**config.mk**
```make
export PLATFORM = sky130hd
export DESIGN_NAME = som_queue
export DESIGN_NICKNAME = d
export VERILOG_FILES = /design/src/rtl/som_pkg.sv /design/src/rtl/som_queue.sv
export SDC_FILE = /design/constraint.sdc
export NUM_CORES = 1
export LEC_CHECK = 0
export BUFFER_PORTS_ARGS = -buffer_cell sky130_fd_sc_hd__buf_4
export CORE_MARGIN = 5
export CORE_UTILIZATION = 25
export CTS_CLUSTER_DIAMETER = 120
export DETAILED_ROUTE_END_ITERATION = 8
export PLACE_DENSITY = 0.49
export SLEW_MARGIN = 25
export SYNTH_ARGS = -nofsm -noshare
export SYNTH_HDL_FRONTEND = slang
export SYNTH_SLANG_ARGS = --single-unit
```
**constraint.sdc**
```tcl
create_clock -name clk_i -period 3.25 [get_ports clk_i]
set_input_delay 0.1625 -clock clk_i [delete_from_list [all_inputs] [get_ports clk_i]]
set_output_delay 0.1625 -clock clk_i [all_outputs]
set_load 0.02 [all_outputs]
```
**src/rtl/som_pkg.sv**
```systemverilog
// Shared types, constants and helper functions for the SOM best matching unit search.
package som_pkg;

  // Map and vector limits
  localparam int MAX_MAP_X   = 16;
  localparam int MAX_MAP_Y   = 16;
  localparam int MAX_DIMS    = 256;
  localparam int NODE_COUNT  = MAX_MAP_X * MAX_MAP_Y;
  localparam int NODE_W      = $clog2(NODE_COUNT);
  localparam int CNT_W       = NODE_W + 1;
  localparam int WADDR_W     = $clog2(NODE_COUNT * MAX_DIMS);

  // Field widths
  localparam int COORD_W     = 4;
  localparam int DIM_W       = 8;
  localparam int SAMPLE_W    = 16;
  localparam int SQ_W        = 2 * SAMPLE_W;
  localparam int NORM_W      = 40;
  localparam int DIST_W      = 40;
  localparam int ACC_W       = 42;
  localparam int SIZE_W      = 5;
  localparam int DIMS_W      = 9;

  // Configuration port
  localparam int NUM_REGS    = 3;
  localparam int PADDR_W     = $clog2(NUM_REGS * 4);
  localparam int REG_IDX_W   = PADDR_W - 2;
  localparam int PDATA_W     = 32;
  localparam logic [REG_IDX_W-1:0] REG_MAP_WIDTH   = REG_IDX_W'(0);
  localparam logic [REG_IDX_W-1:0] REG_MAP_HEIGHT  = REG_IDX_W'(1);
  localparam logic [REG_IDX_W-1:0] REG_DIMS_IN_USE = REG_IDX_W'(2);

  // Command queue
  localparam int QUEUE_DEPTH = 2;
  localparam int QPTR_W      = $clog2(QUEUE_DEPTH);
  localparam int QCNT_W      = $clog2(QUEUE_DEPTH + 1);

  // Largest reportable distance
  localparam logic signed [ACC_W-1:0] DIST_MAX =
    {{(ACC_W - DIST_W){1'b0}}, {DIST_W{1'b1}}};

  typedef enum logic {
    REQ_WRITE = 1'b0,
    REQ_ENTRY = 1'b1
  } req_type_e;

  typedef enum logic {
    CMD_WRITE = 1'b0,
    CMD_SWEEP = 1'b1
  } cmd_op_e;

  typedef struct packed {
    req_type_e                   req_type;
    logic [COORD_W-1:0]          node_x;
    logic [COORD_W-1:0]          node_y;
    logic [DIM_W-1:0]            dim_index;
    logic signed [SAMPLE_W-1:0]  sample;
    logic                        last;
  } in_item_t;

  typedef struct packed {
    logic [COORD_W-1:0] best_x;
    logic [COORD_W-1:0] best_y;
    logic [DIST_W-1:0]  best_sq_distance;
  } out_item_t;

  // Effective (clamped) configuration
  typedef struct packed {
    logic [SIZE_W-1:0] map_w;
    logic [SIZE_W-1:0] map_h;
    logic [DIMS_W-1:0] dims;
  } cfg_t;

  // Work handed from the front to the back
  typedef struct packed {
    cmd_op_e                    op;
    logic                       seed;
    logic                       apply;
    logic                       last;
    logic [NODE_W-1:0]          node;
    logic [DIM_W-1:0]           dim;
    logic signed [SAMPLE_W-1:0] sample;
  } cmd_t;

  typedef struct packed {
    logic [QCNT_W-1:0] count;
    logic              full;
  } queue_sts_t;

  typedef struct packed {
    logic vec_open;
  } front_sts_t;

  // Saturate a map size into 1..hi
  function automatic logic [SIZE_W-1:0] clamp_size(logic [SIZE_W-1:0] v, int hi);
    logic [SIZE_W-1:0] r;
    r = v;
    if (v == '0) r = SIZE_W'(1);
    else if (int'(v) > hi) r = SIZE_W'(hi);
    return r;
  endfunction

  // Saturate the dimension count into 1..MAX_DIMS
  function automatic logic [DIMS_W-1:0] clamp_dims(logic [DIMS_W-1:0] v);
    logic [DIMS_W-1:0] r;
    r = v;
    if (v == '0) r = DIMS_W'(1);
    else if (int'(v) > MAX_DIMS) r = DIMS_W'(MAX_DIMS);
    return r;
  endfunction

endpackage

```
**src/rtl/som_queue.sv**
```systemverilog
// Two-entry command queue between the front and the back.
module som_queue (
  input  logic                clk_i,
  input  logic                rst_ni,
  input  logic                push_i,
  input  som_pkg::cmd_t       data_i,
  input  logic                pop_i,
  output logic                valid_o,
  output som_pkg::cmd_t       data_o,
  output som_pkg::queue_sts_t sts_o
);

  som_pkg::cmd_t                   mem_q [som_pkg::QUEUE_DEPTH];
  logic [som_pkg::QPTR_W-1:0]      wr_ptr_q, wr_ptr_d;
  logic [som_pkg::QPTR_W-1:0]      rd_ptr_q, rd_ptr_d;
  logic [som_pkg::QCNT_W-1:0]      count_q, count_d;
  logic                            do_push, do_pop;

  assign sts_o.full  = (count_q == som_pkg::QCNT_W'(som_pkg::QUEUE_DEPTH));
  assign sts_o.count = count_q;
  assign valid_o     = (count_q != '0);
  assign data_o      = mem_q[rd_ptr_q];
  assign do_push     = push_i && !sts_o.full;
  assign do_pop      = pop_i && valid_o;

  // Pointer and fill count
  always_comb begin
    wr_ptr_d = wr_ptr_q;
    rd_ptr_d = rd_ptr_q;
    count_d  = count_q;
    if (do_push) begin
      wr_ptr_d = (wr_ptr_q == som_pkg::QPTR_W'(som_pkg::QUEUE_DEPTH - 1)) ? '0
                                                                           : wr_ptr_q + 1'b1;
    end
    if (do_pop) begin
      rd_ptr_d = (rd_ptr_q == som_pkg::QPTR_W'(som_pkg::QUEUE_DEPTH - 1)) ? '0
                                                                           : rd_ptr_q + 1'b1;
    end
    if (do_push && !do_pop) count_d = count_q + 1'b1;
    else if (do_pop && !do_push) count_d = count_q - 1'b1;
  end

  always_ff @(posedge clk_i or negedge rst_ni) begin
    if (!rst_ni) begin
      wr_ptr_q <= '0;
      rd_ptr_q <= '0;
      count_q  <= '0;
    end else begin
      wr_ptr_q <= wr_ptr_d;
      rd_ptr_q <= rd_ptr_d;
      count_q  <= count_d;
    end
  end

  // Entry storage
  always_ff @(posedge clk_i) begin
    if (do_push) mem_q[wr_ptr_q] <= data_i;
  end

endmodule

```
==> results.cfg <==
[outcome]
outcome = complete, no violations

[placement]
port-buffer-count = 79
hpwl_um = 3770
dpl_worst_slack_ns = 1.21
gp_congestion = 0.717

[cells_and_area]
n_antenna_cell = 0
fill_cells = 1072
area_delta_synth_final_pct = 35.4
drive_above_1_share_pct = 59.6
nNetsFinal = 261
final_cell_mix = 81 x buf_4, 72 x edfxtp_1, 29 x mux2_4, 9 x clkbuf_16, 7 x mux2_2
final_common_cell = buf_4

[route]
wl_met3_um = 479
drc = 0
vias_per_cell = 3.89
ant_nets = 0
vias = 1433
maxUsedRoutingLayer = met4
drt_iter0_drc = 65
route.met2.wl_um = 2420
dr.pass1.iters = 4
wl_per_cell_um = 14.8
routed_wl_um = 5460
wl_met1_um = 2520

[setup_path]
cp_common_cell = buf_4
start_kind = flop
arrival_ns = 1.98
path_delay_family = buffers and inverters
max_stage_delay_ns = 0.60
crit_buf_inv = 2
setup.worst_path.end_class = primary output
worst-setup-path-type = reg2out
worstPathMaxFanout = 26
rr_endpoint = mem_q[0][16]$_DFFE_PP_
timing.rr.start = count_q[0]$_DFFE_PN0P_
rrSetupSlack_ns = 1.29
r2r_cells = 4
crit_required_ns = 3.09
path_cells = buf_4, mux2_2, buf_4
cp_slowest_cell = dfrtp_2

[clock_tree]
cts_resized = 0
cts_tree = done
cts-buffers-inserted = 9
cts-root-buf = clkbuf_16
cts.clk_slew.worst_paths_ns = 0.06
clock_sinks = 76
h-tree-depth = 3
clk_latency_ns = 0.32
cts_buffer_depth = 2

[timing]
fmax_mhz = 466
hold_slack_ns = 0.0223
timing.final.max_slew_violations = 0
finalCriticalPeriod_ns = 2.15
setup_tns_ns = 0
clock_skew_ns = 0.00357
maxSlewHeadroom_pct = 38.8
setup_violations = 0
finalWorstSetupSlack_ns = 1.10
post-route-period-util_pct = 66.1
tightest_slew_ns = 0.918
rsz0062_at_grt = false
finalHoldViolations = 0

[power]
ir_drop_v = 0.000465
p_per_area_nw_per_um2 = 964
switching_share_pct = 30.2
pwr-share-clk_pct = 26.3
power_mw = 3.85
seqPwrFrac_pct = 37.8
power_frac_comb_pct = 35.9
leakagePower_nw = 1.58
p_int_mw = 2.68
switching_power_mw = 1.16

[job]
max-cap-violations = 0

[synthesis]
synth_nets = 172
synth_seq_area_share_pct = 76.7
yosys_warnings = 0
synth_seq_cells = 76
synth_area_leaders = edfxtp_1 73%, mux2_4 15%, dfrtp_1 3.4%, mux2_2 2.7%, buf_12 2.0%
netlist_area_um2 = 2950
yosysTopAreaCell = edfxtp_1
synth_cell_types = 16
avgSynthCellArea_um2 = 22.5
syn_inst = 131
synth_top_area_share_pct = 73.3

[floorplanning]
die_w_um = 119
ios = 80
row_count = 39
die_area_um2 = 14100
chipHeight_um = 119
start_util_pct = 25.7
core_um2 = 11500

[min_path]
holdPathEnd = mem_q[0][9]$_DFFE_PP_
hp-start = data_i[9]
min_path_type = in2reg
whs_path_depth = 1

[global_routing]
antenna_found_initial = 0
grt_max_degree = 37
grt_pass1_vias = 1550
overflow = 0
track_usage_pct = 8.13
grt_pass1_wl_um = 8650
logic make-up (layout without fill, tap and decap cells):
family / count (synthesis) / count (layout) / share of synthesized area (%)
flip-flops: 76 / 76 / 76.7
multiplexers: 36 / 36 / 17.4
AND/OR/NAND/NOR: 7 / 7 / 1.23
buffers and inverters: 6 / 100 / 2.67
XOR/XNOR: 5 / 5 / 1.49
adder cells (fa/ha/maj): 1 / 1 / 0.424
synth_stat cells:
cell      number
and3_1         1
buf_12         3
buf_6          1
dfrtp_1        4
edfxtp_1      72
ha_1           1
inv_1          2
mux2_2         7
mux2_4        29
nand2_1        1
nand2_2        1
nand2b_1       1
nor2_1         2
or2_1          1
xnor2_1        3
xor2_1         2
final cells by class:
type | count | area [um^2] | share of cell area [%]
Clock buffer | 9 | 225 | 5.64
Clock inverter | 7 | 81.3 | 2.04
Inverter | 2 | 7.51 | 0.188
Multi-Input combinational cell | 49 | 616 | 15.4
Sequential cell | 76 | 2260 | 56.7
Tap cell | 143 | 179 | 4.48
Timing Repair Buffer | 82 | 618 | 15.5
sequential cells by signal, indices dropped and copies added (netlist names):
signal    count
count_q       2
mem_q        72
rd_ptr_q      1
wr_ptr_q      1
per-stage QoR:
step                      instances  utilization [%]  cell area (um^2)
after global placement          351             32.0              3670
after detailed placement        351             32.0              3670
final                           368             34.8              3990
after CTS                       368             34.8              3990
after floorplan                 131                -              2950
after global routing            368             34.8              3990
worst max path at each step:
stage                     depth (start not counted)                     end  slack [ns]                   start
after floorplan                                   3   mem_q[0][0]$_DFFE_PP_        0.52  count_q[0]$_DFFE_PN0P_
after global placement                            4  mem_q[0][33]$_DFFE_PP_        1.29  count_q[0]$_DFFE_PN0P_
after detailed placement                          4  mem_q[0][23]$_DFFE_PP_        1.21  count_q[0]$_DFFE_PN0P_
after CTS                                         3              data_o[35]        1.05    rd_ptr_q$_DFFE_PN0P_
after global routing                              3              data_o[35]        0.97    rd_ptr_q$_DFFE_PN0P_
final                                             3              data_o[35]        1.10    rd_ptr_q$_DFFE_PN0P_
power by group through the flow:
| stage | registers, mW | clock network [mW] | logic [mW] |
|---|---|---|---|
| after floorplan | 1.44 | 0 | 0.997 |
| after global placement | 1.47 | 0 | 1.42 |
| after detailed placement | 1.48 | 0 | 1.42 |
| after CTS | 1.46 | 1.04 | 1.43 |
| after global routing | 1.48 | 1.10 | 1.49 |
| final | 1.45 | 1.01 | 1.38 |
routing by layer:
layer / vias up / global-route usage, %
met2: 61 / 11.0
met5: - / 0
met3: 4 / 4.15
met1: 688 / 10.9
met4: 0 / 3.40
li1: 680 / -
timing repair:
action / CTS / global route
buffers inserted: 0 / 0
hold endpoints to repair: 4 / 0
hold buffers: 1 / 0
setup endpoints to repair: 0 / 0
Power figures use the tool's default switching activity.
