File: src/rtl/som_pkg.sv
// Shared types, constants and helper functions for the SOM best matching unit search.
package som_pkg;

  // Map and vector limits
  localparam int MAX_MAP_X   = 16;
  localparam int MAX_MAP_Y   = 16;
  localparam int MAX_DIMS    = 256;
  localparam int NODE_COUNT  = MAX_MAP_X * MAX_MAP_Y;
  localparam int NODE_W      = $clog2(NODE_COUNT);
  localparam int CNT_W       = NODE_W + 1;
  localparam int WADDR_W     = $clog2(NODE_COUNT * MAX_DIMS);

  // Field widths
  localparam int COORD_W     = 4;
  localparam int DIM_W       = 8;
  localparam int SAMPLE_W    = 16;
  localparam int SQ_W        = 2 * SAMPLE_W;
  localparam int NORM_W      = 40;
  localparam int DIST_W      = 40;
  localparam int ACC_W       = 42;
  localparam int SIZE_W      = 5;
  localparam int DIMS_W      = 9;

  // Configuration port
  localparam int NUM_REGS    = 3;
  localparam int PADDR_W     = $clog2(NUM_REGS * 4);
  localparam int REG_IDX_W   = PADDR_W - 2;
  localparam int PDATA_W     = 32;
  localparam logic [REG_IDX_W-1:0] REG_MAP_WIDTH   = REG_IDX_W'(0);
  localparam logic [REG_IDX_W-1:0] REG_MAP_HEIGHT  = REG_IDX_W'(1);
  localparam logic [REG_IDX_W-1:0] REG_DIMS_IN_USE = REG_IDX_W'(2);

  // Command queue
  localparam int QUEUE_DEPTH = 2;
  localparam int QPTR_W      = $clog2(QUEUE_DEPTH);
  localparam int QCNT_W      = $clog2(QUEUE_DEPTH + 1);

  // Largest reportable distance
  localparam logic signed [ACC_W-1:0] DIST_MAX =
    {{(ACC_W - DIST_W){1'b0}}, {DIST_W{1'b1}}};

  typedef enum logic {
    REQ_WRITE = 1'b0,
    REQ_ENTRY = 1'b1
  } req_type_e;

  typedef enum logic {
    CMD_WRITE = 1'b0,
    CMD_SWEEP = 1'b1
  } cmd_op_e;

  typedef struct packed {
    req_type_e                   req_type;
    logic [COORD_W-1:0]          node_x;
    logic [COORD_W-1:0]          node_y;
    logic [DIM_W-1:0]            dim_index;
    logic signed [SAMPLE_W-1:0]  sample;
    logic                        last;
  } in_item_t;

  typedef struct packed {
    logic [COORD_W-1:0] best_x;
    logic [COORD_W-1:0] best_y;
    logic [DIST_W-1:0]  best_sq_distance;
  } out_item_t;

  // Effective (clamped) configuration
  typedef struct packed {
    logic [SIZE_W-1:0] map_w;
    logic [SIZE_W-1:0] map_h;
    logic [DIMS_W-1:0] dims;
  } cfg_t;

  // Work handed from the front to the back
  typedef struct packed {
    cmd_op_e                    op;
    logic                       seed;
    logic                       apply;
    logic                       last;
    logic [NODE_W-1:0]          node;
    logic [DIM_W-1:0]           dim;
    logic signed [SAMPLE_W-1:0] sample;
  } cmd_t;

  typedef struct packed {
    logic [QCNT_W-1:0] count;
    logic              full;
  } queue_sts_t;

  typedef struct packed {
    logic vec_open;
  } front_sts_t;

  // Saturate a map size into 1..hi
  function automatic logic [SIZE_W-1:0] clamp_size(logic [SIZE_W-1:0] v, int hi);
    logic [SIZE_W-1:0] r;
    r = v;
    if (v == '0) r = SIZE_W'(1);
    else if (int'(v) > hi) r = SIZE_W'(hi);
    return r;
  endfunction

  // Saturate the dimension count into 1..MAX_DIMS
  function automatic logic [DIMS_W-1:0] clamp_dims(logic [DIMS_W-1:0] v);
    logic [DIMS_W-1:0] r;
    r = v;
    if (v == '0) r = DIMS_W'(1);
    else if (int'(v) > MAX_DIMS) r = DIMS_W'(MAX_DIMS);
    return r;
  endfunction

endpackage

File: src/rtl/som_front.sv
// Front end: accepts items, tracks vector order and queues the work that matters.
module som_front (
  input  logic                clk_i,
  input  logic                rst_ni,
  input  logic                in_valid_i,
  output logic                in_ready_o,
  input  som_pkg::in_item_t   in_data_i,
  input  som_pkg::cfg_t       cfg_i,
  input  logic                q_full_i,
  output logic                q_push_o,
  output som_pkg::cmd_t       q_data_o,
  output som_pkg::front_sts_t sts_o
);

  logic                      open_q, open_d;
  logic                      prev_vld_q, prev_vld_d;
  logic [som_pkg::DIM_W-1:0] prev_dim_q, prev_dim_d;
  logic                      fire, dim_ok, wr_ok, prev_live, apply, seed, needed;

  assign in_ready_o   = !q_full_i;
  assign fire         = in_valid_i && in_ready_o;
  assign sts_o.vec_open = open_q;

  // Classify the item
  always_comb begin
    dim_ok    = (som_pkg::DIMS_W'(in_data_i.dim_index) < cfg_i.dims);
    wr_ok     = (int'(in_data_i.node_x) < som_pkg::MAX_MAP_X) &&
                (int'(in_data_i.node_y) < som_pkg::MAX_MAP_Y) && dim_ok;
    prev_live = open_q && prev_vld_q;
    seed      = !open_q;
    apply     = dim_ok && (!prev_live || (in_data_i.dim_index > prev_dim_q));

    q_data_o.op     = (in_data_i.req_type == som_pkg::REQ_ENTRY) ? som_pkg::CMD_SWEEP
                                                                 : som_pkg::CMD_WRITE;
    q_data_o.seed   = seed;
    q_data_o.apply  = apply;
    q_data_o.last   = in_data_i.last;
    q_data_o.node   = som_pkg::NODE_W'(in_data_i.node_y) *
                      som_pkg::NODE_W'(som_pkg::MAX_MAP_X) +
                      som_pkg::NODE_W'(in_data_i.node_x);
    q_data_o.dim    = in_data_i.dim_index;
    q_data_o.sample = in_data_i.sample;

    if (in_data_i.req_type == som_pkg::REQ_ENTRY) needed = seed || apply || in_data_i.last;
    else needed = wr_ok;

    open_d     = open_q;
    prev_vld_d = prev_vld_q;
    prev_dim_d = prev_dim_q;
    if (fire && (in_data_i.req_type == som_pkg::REQ_ENTRY)) begin
      open_d     = !in_data_i.last;
      prev_vld_d = in_data_i.last ? 1'b0 : (apply || prev_live);
      if (apply) prev_dim_d = in_data_i.dim_index;
    end
  end

  assign q_push_o = fire && needed;

  always_ff @(posedge clk_i or negedge rst_ni) begin
    if (!rst_ni) begin
      open_q     <= 1'b0;
      prev_vld_q <= 1'b0;
      prev_dim_q <= '0;
    end else begin
      open_q     <= open_d;
      prev_vld_q <= prev_vld_d;
      prev_dim_q <= prev_dim_d;
    end
  end

endmodule

File: config.mk
export PLATFORM = sky130hd
export DESIGN_NAME = som_front
export DESIGN_NICKNAME = d
export VERILOG_FILES = /design/src/rtl/som_pkg.sv /design/src/rtl/som_front.sv
export SDC_FILE = /design/constraint.sdc
export NUM_CORES = 1
export LEC_CHECK = 0
export BUFFER_PORTS_ARGS = -buffer_cell sky130_fd_sc_hd__buf_4
export CORE_UTILIZATION = 25
export DETAILED_ROUTE_END_ITERATION = 8
export PLACE_DENSITY = 0.66
export SETUP_SLACK_MARGIN = 0.5
export SLEW_MARGIN = 20
export SYNTH_ARGS = -nofsm -noshare
export SYNTH_HDL_FRONTEND = slang
export SYNTH_SLANG_ARGS = --single-unit
File: constraint.sdc
create_clock -name clk_i -period 2.38 [get_ports clk_i]
set_clock_uncertainty 0.05 [all_clocks]
set_input_delay 0.357 -clock clk_i [delete_from_list [all_inputs] [get_ports clk_i]]
set_output_delay 0.357 -clock clk_i [all_outputs]
set_load 0.02 [all_outputs]
==> run_summary.xml <==
<?xml version="1.0" encoding="UTF-8"?>
<metrics>
  <group name="synth">
    <metric name="netlist_top_cells_area" unit="">buf_4 (23%), dfrtp_1 (22%), ha_1 (16%), mux2_4 (10%), inv_1 (5.8%)</metric>
    <metric name="ys.warnings.count" unit="">0</metric>
    <metric name="synthDominantAreaCellType" unit="">buf_4</metric>
    <metric name="syn-mean-instance-area" unit="um^2">9.27</metric>
    <metric name="synth_cells" unit="">125</metric>
    <metric name="most_used_standard_cell_by_instance_count_after_synthesis" unit="">buf_4</metric>
    <metric name="syn_nets" unit="">197</metric>
    <metric name="post_synth_num_cell_types" unit="">24</metric>
    <metric name="synthesis.area" unit="um^2">1160</metric>
    <metric name="synth-main-ff-cell" unit="">dfrtp_1</metric>
    <metric name="postSynthRegisterBits" unit="">10</metric>
    <metric name="synth_top_cells_by_count" unit="">buf_4 (36), inv_1 (18), ha_1 (15), dfrtp_1 (10), mux2_4 (8)</metric>
    <metric name="area_share_of_the_largest_cell_type_after_synthesis" unit="%">23.3</metric>
    <metric name="portion_of_the_post_synthesis_area_used_by_sequential_elements" unit="%">21.6</metric>
    <metric name="synth-async-reset-ratio" unit="%">100</metric>
    <metric name="number_of_enable_flip_flop_cells_after_synthesis" unit="">0</metric>
  </group>
  <group name="routing">
    <metric name="remaining_drc_errors" unit="">0</metric>
    <metric name="finalWirelength" unit="um">2110</metric>
    <metric name="drt-wirelength-per-cell" unit="um">11.3</metric>
    <metric name="viasPerCell" unit="">4.20</metric>
    <metric name="postRouteAntennaNets" unit="">0</metric>
    <metric name="first_pass_iters" unit="">4</metric>
    <metric name="dr.first_iter.drc_count" unit="">21</metric>
    <metric name="routed-via-count" unit="">781</metric>
  </group>
  <group name="global_route">
    <metric name="grt_overflow" unit="">0</metric>
    <metric name="antenna_found_initial" unit="">0</metric>
    <metric name="global_route.usage.total" unit="%">9.04</metric>
    <metric name="use_met2" unit="%">14.7</metric>
    <metric name="grt_most_used_layer" unit="">met2</metric>
    <metric name="first_global_vias" unit="">810</metric>
    <metric name="grt_first_pass_wirelength" unit="um">3550</metric>
    <metric name="groute.layer.met1.usage" unit="%">11.5</metric>
    <metric name="grt.met3_usage" unit="%">3.32</metric>
    <metric name="grt_max_degree" unit="">11</metric>
  </group>
  <group name="cts">
    <metric name="clock_transition_at_path_regs" unit="ns">0.05</metric>
    <metric name="ctsHtreeMaxLevel" unit="">1</metric>
    <metric name="cts_max_path_buffers" unit="">2</metric>
    <metric name="cts-buffers-inserted" unit="">3</metric>
    <metric name="insertion_delay" unit="ns">0.24</metric>
    <metric name="root_buffer" unit="">clkbuf_8</metric>
    <metric name="tritoncts" unit="">built</metric>
    <metric name="cts_sinks" unit="">10</metric>
  </group>
  <group name="floorplan">
    <metric name="num_rows" unit="">24</metric>
    <metric name="chipWidth" unit="um">70.1</metric>
    <metric name="floorplan.io_pins" unit="">96</metric>
    <metric name="dieArea" unit="um^2">4910</metric>
    <metric name="placeableCoreArea" unit="um^2">4410</metric>
    <metric name="initial_core_util" unit="%">26.2</metric>
    <metric name="fp.dieH" unit="um">70.1</metric>
  </group>
  <group name="sta">
    <metric name="grt_setup_unrepaired" unit="">true</metric>
    <metric name="timing.hold.ws" unit="ns">0.276</metric>
    <metric name="final.setup.worst_slack" unit="ns">0.198</metric>
    <metric name="worstMarginPinSlew" unit="ns">0.313</metric>
    <metric name="layout_worst_path_cycle_share" unit="%">91.7</metric>
    <metric name="fmax" unit="MHz">458</metric>
    <metric name="max-slew-margin-rel" unit="%">79.1</metric>
    <metric name="fin_crit" unit="ns">2.18</metric>
    <metric name="report.final.setup_viol" unit="">0</metric>
    <metric name="drv_slew" unit="">0</metric>
    <metric name="final_hold_viol_count" unit="">0</metric>
    <metric name="setup_total_negative_slack" unit="ns">0</metric>
  </group>
  <group name="cells_and_area">
    <metric name="post-route-util" unit="%">34.2</metric>
    <metric name="drive_above_1_share" unit="%">62.7</metric>
    <metric name="count_of_non_filler_cells_in_the_finished_layout" unit="">186</metric>
    <metric name="num-fill-cells" unit="">445</metric>
    <metric name="antenna-diode-count" unit="">0</metric>
    <metric name="layout.nets" unit="">208</metric>
    <metric name="areaGrowthSynthToFinish" unit="%">30.5</metric>
    <metric name="final_cell_area" unit="um^2">1510</metric>
  </group>
  <group name="critical_path">
    <metric name="timing.critical_path.max_delay_family" unit="">simple AND/OR/NAND/NOR gates</metric>
    <metric name="slowest_cell_on_crit_path" unit="">dfrtp_1</metric>
    <metric name="critical_path_class" unit="">reg -&gt; out</metric>
    <metric name="cp.arrival" unit="ns">1.78</metric>
    <metric name="critical_path.max_fanout" unit="">3</metric>
    <metric name="slowest_delay" unit="ns">0.36</metric>
    <metric name="cp.required" unit="ns">1.97</metric>
    <metric name="critical_path.reg2reg.startpoint" unit="">prev_dim_q[1]</metric>
    <metric name="timing.critical_path.from_type" unit="">flip-flop</metric>
    <metric name="cp-startpoint" unit="">prev_dim_q[3]</metric>
    <metric name="crit_buf_inv" unit="">2</metric>
    <metric name="path_cells" unit="">inv_1 -&gt; ha_4 -&gt; nand4_1 -&gt; nor2_2 -&gt; a21oi_2 -&gt; nor3_4 -&gt; a31oi_2 -&gt; buf_4</metric>
    <metric name="worst_setup_path_end_kind" unit="">output port</metric>
  </group>
  <group name="hold_path">
    <metric name="worst_hold_path_type" unit="">in -&gt; reg</metric>
    <metric name="hp-start" unit="">in_data_i[0]</metric>
  </group>
  <group name="placement">
    <metric name="placement.io_buffers" unit="">37</metric>
    <metric name="dpl-instance-area" unit="um^2">1380</metric>
    <metric name="pre_cts_ws" unit="ns">0.135</metric>
    <metric name="dp_hpwl" unit="um">1650</metric>
    <metric name="numPlacedInstances" unit="">178</metric>
    <metric name="gp_congestion" unit="">0.713</metric>
  </group>
  <group name="pwr">
    <metric name="power_per_cell_area" unit="nW/um^2">546</metric>
    <metric name="power_leakage" unit="nW">0.679</metric>
    <metric name="max-vdd-ir-drop" unit="mV">0.176</metric>
    <metric name="p_total" unit="mW">0.825</metric>
  </group>
  <group name="run_status">
    <metric name="status" unit="">complete, no violations</metric>
  </group>
  <group name="job">
    <metric name="cap_violations" unit="">0</metric>
  </group>
</metrics>
==> cells by family after synthesis <==
kind of cell	synth area share [%]
buf+inv	29.2
flops	21.6
compound gates	9.72
mux	10.4
fa+ha+maj	16.2
simple gates	13.0
==> state kept, by name, summed over array words and instances, names as in the netlist <==
| signal | flops |
|---|---|
| prev_dim_q | 8 |
| prev_vld_q | 1 |
| sts_o | 1 |
==> power breakdown <==
part	leakage, nW	switching (mW)	internal (mW)
clock	0.0216	0.0670	0.111
combinational	0.538	0.183	0.221
sequential	0.120	0.0285	0.214
==> layout by cell type (no fill, tap or decap) <==
master and n:
buf_4 40, ha_4 11, inv_1 10, dfrtp_1 10, mux2_4 8, inv_2 4, a21oi_2 4, nor2b_1 4
ha_1 4, inv_4 3, nand3_1 3, nand2_1 3, clkbuf_8 3, a21o_1 2, a21oi_1 2, nand4_1 2
nor2_2 2, nand2b_1 2, o21ai_1 2, o21ai_0 2, inv_12 1, o211ai_1 1, a211oi_2 1, nor3_4 1
nand4b_1 1, o22ai_2 1, a211oi_4 1, nor2_1 1, a31oi_2 1, nand3_4 1, nor2_8 1, dlygate4sd3_1 1
buf_6 1
==> worst paths after layout <==
kind	end	slack [ns]	cells after the start
max	q_push_o	0.20	8
min	prev_vld_q	0.28	2
max reg2reg	prev_dim_q[6]	0.22	10
min reg2reg	prev_dim_q[7]	0.46	1
max in group asynchronous	prev_dim_q[0]	1.69	2
min in group asynchronous	prev_dim_q[1]	0.44	2
==> cell type report <==
type / count / area (um^2) / share of cell area (%)
timing repair buffer: 42 / 322 / 21.3
sequential: 10 / 250 / 16.6
multi-input combinational: 61 / 746 / 49.3
clock buffer: 3 / 41.3 / 2.73
inverter: 18 / 87.6 / 5.79
tap: 52 / 65.1 / 4.30
==> layer usage <==
layer  routed length (um)  vias up
met5                    0        -
met4                   12        0
met3                  162        2
met2                  994       32
met1                  940      350
li1                     -      397
==> what timing repair did <==
item                                   4_1_cts  5_1_grt
endpoints found under the hold margin       10        0
hold buffers                                 1        0
buffers inserted                             3        1
pin swaps                                    1        1
setup endpoints to repair                   10       10
gates resized for setup                      5        3
Power figures use the tool's default switching activity.
